## src/hw/rtl/pafa_pkg.sv

```systemverilog
package pafa_pkg;

    localparam int MAX_STEP = 10486;
    localparam int DT_W = $clog2(MAX_STEP + 1);
    localparam int DIV_DIVIDEND_W = 52;
    localparam int DIV_COUNT_W = $clog2(DIV_DIVIDEND_W + 1);
    localparam int MAG_W = 61;
    localparam logic [63:0] TERM_CAP = 64'd1 << 60;
    localparam logic [16:0] TWIST_CEIL = 17'd32768;
    localparam int TINY_RAW = 7;

    localparam logic [2:0] REG_P_GAIN = 3'd0;
    localparam logic [2:0] REG_I_GAIN = 3'd1;
    localparam logic [2:0] REG_D_GAIN = 3'd2;
    localparam logic [2:0] REG_FF_GAIN = 3'd3;
    localparam logic [2:0] REG_WINDUP = 3'd4;
    localparam logic [2:0] REG_STIFFNESS = 3'd5;
    localparam logic [2:0] REG_INV_DAMPING = 3'd6;
    localparam logic [2:0] REG_MAX_TWIST = 3'd7;

    typedef enum logic [2:0] {
        OP_INT,
        OP_P,
        OP_FF,
        OP_R,
        OP_I,
        OP_D,
        OP_T,
        OP_X
    } op_t;

    typedef struct packed {
        logic take_in;
        logic pre;
        logic div_start;
        logic load;
        logic mlo;
        logic mhi;
        logic fin;
        logic drive;
        op_t  op;
    } dp_cmd_t;

    typedef struct packed {
        logic div_busy;
    } dp_status_t;

endpackage

```

## src/hw/rtl/pafa_ctrl.sv

```systemverilog
module pafa_ctrl
    import pafa_pkg::*;
(
    input  logic       aclk,
    input  logic       aresetn,
    input  logic       s_tvalid,
    output logic       s_tready,
    output logic       m_tvalid,
    input  logic       m_tready,
    input  dp_status_t status,
    output dp_cmd_t    cmd
);

    typedef enum logic [3:0] {
        S_IDLE,
        S_PRE,
        S_LOAD,
        S_MLO,
        S_MHI,
        S_FIN,
        S_WDIV,
        S_DRV,
        S_WOUT
    } state_t;

    state_t state_reg;
    op_t    op_reg;
    logic   m_tvalid_reg;

    always_ff @(posedge aclk) begin
        if (!aresetn) begin
            state_reg <= S_IDLE;
            op_reg <= OP_INT;
            m_tvalid_reg <= 1'b0;
        end else begin
            if (m_tvalid_reg && m_tready) begin
                m_tvalid_reg <= 1'b0;
            end
            case (state_reg)
                S_IDLE: begin
                    if (s_tvalid) begin
                        state_reg <= S_PRE;
                    end
                end
                S_PRE: begin
                    op_reg <= OP_INT;
                    state_reg <= S_LOAD;
                end
                S_LOAD: state_reg <= S_MLO;
                S_MLO:  state_reg <= S_MHI;
                S_MHI:  state_reg <= S_FIN;
                S_FIN: begin
                    case (op_reg)
                        OP_INT: begin
                            op_reg <= OP_P;
                            state_reg <= S_LOAD;
                        end
                        OP_P: begin
                            op_reg <= OP_FF;
                            state_reg <= S_LOAD;
                        end
                        OP_FF: begin
                            op_reg <= OP_R;
                            state_reg <= S_LOAD;
                        end
                        OP_R: begin
                            op_reg <= OP_I;
                            state_reg <= S_LOAD;
                        end
                        OP_I: begin
                            op_reg <= OP_D;
                            state_reg <= S_WDIV;
                        end
                        OP_D: begin
                            op_reg <= OP_T;
                            state_reg <= S_DRV;
                        end
                        OP_T: begin
                            op_reg <= OP_X;
                            state_reg <= S_WOUT;
                        end
                        OP_X: begin
                            m_tvalid_reg <= 1'b1;
                            state_reg <= S_IDLE;
                        end
                        default: state_reg <= S_IDLE;
                    endcase
                end
                S_WDIV: begin
                    if (!status.div_busy) begin
                        state_reg <= S_LOAD;
                    end
                end
                S_DRV: state_reg <= S_LOAD;
                S_WOUT: begin
                    if (!m_tvalid_reg || m_tready) begin
                        state_reg <= S_LOAD;
                    end
                end
                default: state_reg <= S_IDLE;
            endcase
        end
    end

    always_comb begin
        cmd.take_in = (state_reg == S_IDLE) && s_tvalid;
        cmd.pre = (state_reg == S_PRE);
        cmd.div_start = (state_reg == S_LOAD) && (op_reg == OP_INT);
        cmd.load = (state_reg == S_LOAD);
        cmd.mlo = (state_reg == S_MLO);
        cmd.mhi = (state_reg == S_MHI);
        cmd.fin = (state_reg == S_FIN);
        cmd.drive = (state_reg == S_DRV);
        cmd.op = op_reg;
    end

    assign s_tready = (state_reg == S_IDLE);
    assign m_tvalid = m_tvalid_reg;

endmodule

```

## config.mk

```make
export PLATFORM = sky130hd
export DESIGN_NAME = pafa_ctrl
export DESIGN_NICKNAME = d
export VERILOG_FILES = /design/src/hw/rtl/pafa_pkg.sv /design/src/hw/rtl/pafa_ctrl.sv
export SDC_FILE = /design/constraint.sdc
export NUM_CORES = 1
export LEC_CHECK = 0
export ABC_CLOCK_PERIOD_IN_PS = 1300
export BUFFER_PORTS_ARGS = -buffer_cell sky130_fd_sc_hd__buf_4
export CAP_MARGIN = 15
export CORE_ASPECT_RATIO = 1.2
export CORE_MARGIN = 10
export CORE_UTILIZATION = 25
export DETAILED_ROUTE_END_ITERATION = 12
export HOLD_SLACK_MARGIN = 0.1
export PLACE_DENSITY = 0.55
export SKIP_CTS_REPAIR_TIMING = 1
export SLEW_MARGIN = 25
export SYNTH_ARGS = -nofsm -noshare
export SYNTH_HDL_FRONTEND = slang
export SYNTH_SLANG_ARGS = --single-unit
```

## constraint.sdc

```tcl
create_clock -name aclk -period 1.3 [get_ports aclk]
set_clock_uncertainty 0.2 [all_clocks]
set_input_delay 0.195 -clock aclk [delete_from_list [all_inputs] [get_ports aclk]]
set_output_delay 0.195 -clock aclk [all_outputs]
set_load 0.1 [all_outputs]
```

# Word level (Yosys, flattened, before mapping)
# Cells that the tools add are included.
# totals
ff_bits	8
inputBits	5
output_inout_bits	13
wordCells	44
# op_classes
eq_ne	19
muxes	10
n_reduce_logical	12
# ops
operator	n
4-bit case mux with 8 select lines	1
3-bit case mux with 7 select lines	1
4-bit case mux with 5 select lines	1
4-bit by 3-bit equality test with 1-bit output, second input constant	4
3-bit equality test, second input constant	4
4-bit two-way mux	3
4-bit by 2-bit equality test with 1-bit output, second input constant	2
8-bit by 1-bit != test with 1-bit output, second input constant	1
3-bit by 2-bit equality test with 1-bit output, second input constant	2
2-bit != test, second input constant	3
3-bit case mux with 2 select lines	1
4-bit by 1-bit equality test with 1-bit output, second input constant	1
4-bit equality test, second input constant	1
4-bit zero test	1
4-bit OR reduction	1
3-bit by 1-bit equality test with 1-bit output, second input constant	1
1-bit logical AND	3
3-bit zero test	1
1-bit two-way mux	3
3-bit AND reduction	1
2-bit AND reduction	1
2-bit nonzero test	1
2-bit OR reduction	1
1-bit zero test	1
1-bit logical OR	1

# Logic depth before layout (Yosys ltp)
# logic_depth
word_depth	4
mapped_depth	5
mapped_depth_nobuf	4

# Least setup slack after synthesis
# Ideal clock, no wire load.
# synth_timing
path_kind	reg-to-output
start	register state_reg[2]
end	output port cmd[8] (netlist name)
arrival_time_ps	3699
required_time_ps	905
setup_slack_ps	-2794
stages_incl_launch_ff	5
n_path_buf	1
cell_sequence	dfxtp_1 buf_6 nand2b_1 nor3_2 nor4b_2
# synth_rtl
item	line_no	rtl
start, declared	pafa_ctrl.sv:26	state_t state_reg;
start signal, assigned	pafa_ctrl.sv:32	state_reg <= S_IDLE;
start signal, assigned	pafa_ctrl.sv:42	state_reg <= S_PRE;
start signal, assigned	pafa_ctrl.sv:47	state_reg <= S_LOAD;
end, declared	pafa_ctrl.sv:11	output dp_cmd_t cmd

==> flow_summary.yaml <==
place:
  dp_cells: 124
  gp_congestion: 0.760
  numPortBuffers: 17
  hpwl_mm: 1.34
  pre_cts_ws_ns: -0.276
route:
  wl_per_cell_um: 13.5
  ant_nets: 0
  vias_per_cell: 4.64
  drt-initial-drc-count: 11
  dr.pass1.iters: 6
  wirelength_mm: 1.87
  drc: 0
  vias: 645
clocking:
  clk_latency_ns: 0.26
  root_buffer: "clkbuf_4"
  cts.htree.levels: 1
  cts_tree: "done"
  cts_made_buffers: 3
  clk_path_buf_depth: 2
  cts.clk_slew.worst_paths_ns: 0.06
  cts.sinks: 8
timing:
  finalSetupViolCount: 19
  finalHoldViolCount: 0
  tightest_slew_ns: 0.281
  final-max-slew-violation-count: 0
  setup_slack_ns: -0.468
  max-slew-margin-rel: 0.814
  post-route-period-util: 1.36
  fin_crit_ns: 1.77
  tns_ns: -4.96
  grt_setup_unrepaired: "yes"
  max_freq_mhz: 566
global_routing:
  grt_pass1_vias: 566
  overflow: 0
  grt_max_degree: 11
  antenna_found_initial: 0
  grt_use_total: 0.0804
  grt_pass1_wl_mm: 2.92
critical_path:
  slowest_delay_ns: 0.36
  start_kind: "register"
  cpMaxStageDelayCell: "dfxtp_4"
  end_kind: "primary output"
  worstSetupPathType: "reg2out"
  crit_fanout: 3
  path_cells: "nand2b_4 > nor3_4 > nor4b_4 > buf_6"
  crit_arrival_ns: 1.37
  critical_path_required_ns: 0.90
floorplanning:
  fp.dieW_um: 63.7
  fp.coreArea_um2: 2120
  row_count: 18
  ioPinCount: 18
  dieArea_um2: 4620
  start_util: 0.271
  dieHeight_um: 72.4
synthesis:
  synth.avg_cell_area_um2: 8.31
  syn-cell-area_um2: 573
  synthCells: 69
  yosys_warnings: 0
  syn_nets: 74
  ys_ff_latch: 8
  synth-async-reset-ratio: 0
  seq_area_frac_synth: 0.279
  ys.flop_type: "dfxtp_1"
  synth_edf_count: 0
  ys_types: 33
cells_and_area:
  fin_util: 0.550
  finalNetCount: 115
  largest_register_ffs: 4
  drive_above_1_share: 0.606
  n_antenna_cell: 0
  area_growth_pct: 103
  fin_cells: 139
outcome:
  violations: "setup timing"
  status: "finished, violations left"
power_and_ir_drop:
  power.total_uw: 935
  p_per_area_nw_per_um2: 803
  p_leak_nw: 0.448
  irDropWorstVdd_mv: 0.413
min_path:
  min_path_type: "in2reg"
job:
  max_cap_viol_count: 0
-- critical path: cells and delay by family, from the launching register on --
family        cells  cell delay, ns
flops             1            0.36
buf+inv           1            0.26
simple gates      3            0.50
-- final timing paths --
path                                    from      endpoint  slack (ns)  depth (start not counted)
worst min-delay path                m_tready  state_reg[3]        0.14                          5
worst max-delay path            state_reg[2]        cmd[8]       -0.47                          4
worst max register to register  state_reg[3]      m_tvalid       -0.34                          7
worst min register to register     op_reg[0]      m_tvalid        0.48                          3
-- power breakdown --
group / internal, mW / switching [mW]
clock network: 0.119 / 0.107
registers: 0.246 / 0.0179
logic: 0.182 / 0.262
-- cell usage after synthesis, types with 2 or more instances --
master	count	area, um2
a21oi_1	5	25.0
a31oi_1	2	12.5
nor2_1	7	26.3
nand2b_4	2	27.5
nand3b_1	3	22.5
nand3_1	2	10.0
nor2_4	2	22.5
nor4b_2	2	30.0
nor3_1	2	10.0
nand2_1	8	30.0
nand2b_1	3	18.8
buf_6	3	33.8
dfxtp_1	8	160
-- routing by layer --
metal / share of wire / global-route usage / vias to the layer above / wire, um
li1: - / - / 325 / -
met5: 0 / 0 / - / 0
met1: 0.47 / 0.104 / 293 / 874
met2: 0.44 / 0.105 / 23 / 828
met3: 0.070 / 0.0338 / 4 / 131
met4: 0.020 / 0.0511 / 0 / 38
-- placed cells by master, fill, tap and decap left out, types with 2 or more instances in the layout --
master / count
buf_12: 11
dlygate4sd3_1: 2
a31oi_1: 2
nand2b_4: 3
clkbuf_4: 3
nor2_1: 6
nand3b_1: 3
dfxtp_4: 6
nor3_4: 2
a21oi_1: 4
buf_4: 22
nand2_1: 8
buf_6: 5
nand2b_1: 2
nor2_4: 4
nand3_1: 2
-- per-stage QoR --
step                hold WS [ns]  instance area, um2
finish                     0.138                1160
detailed placement         0.294                 880
floorplan                  0.149                 659
CTS                       0.0141                 906
global placement           0.295                 880
global route               0.175                1160
-- cells by family after synthesis --
family | after synthesis | synth area share
AND/OR/NAND/NOR | 41 | 0.480
flip-flops | 8 | 0.279
buffers and inverters | 6 | 0.0851
AO/OA/AOI/OAI | 14 | 0.155
-- cell type report --
cell class                      count  area, um2
Clock buffer                        4       26.3
Fill cell                         208        953
Multi-Input combinational cell     55        435
Tap cell                           30       37.5
Sequential cell                     8        184
Inverter                            1       3.75
Timing Repair Buffer               41        477
Power figures use the tool's default switching activity.
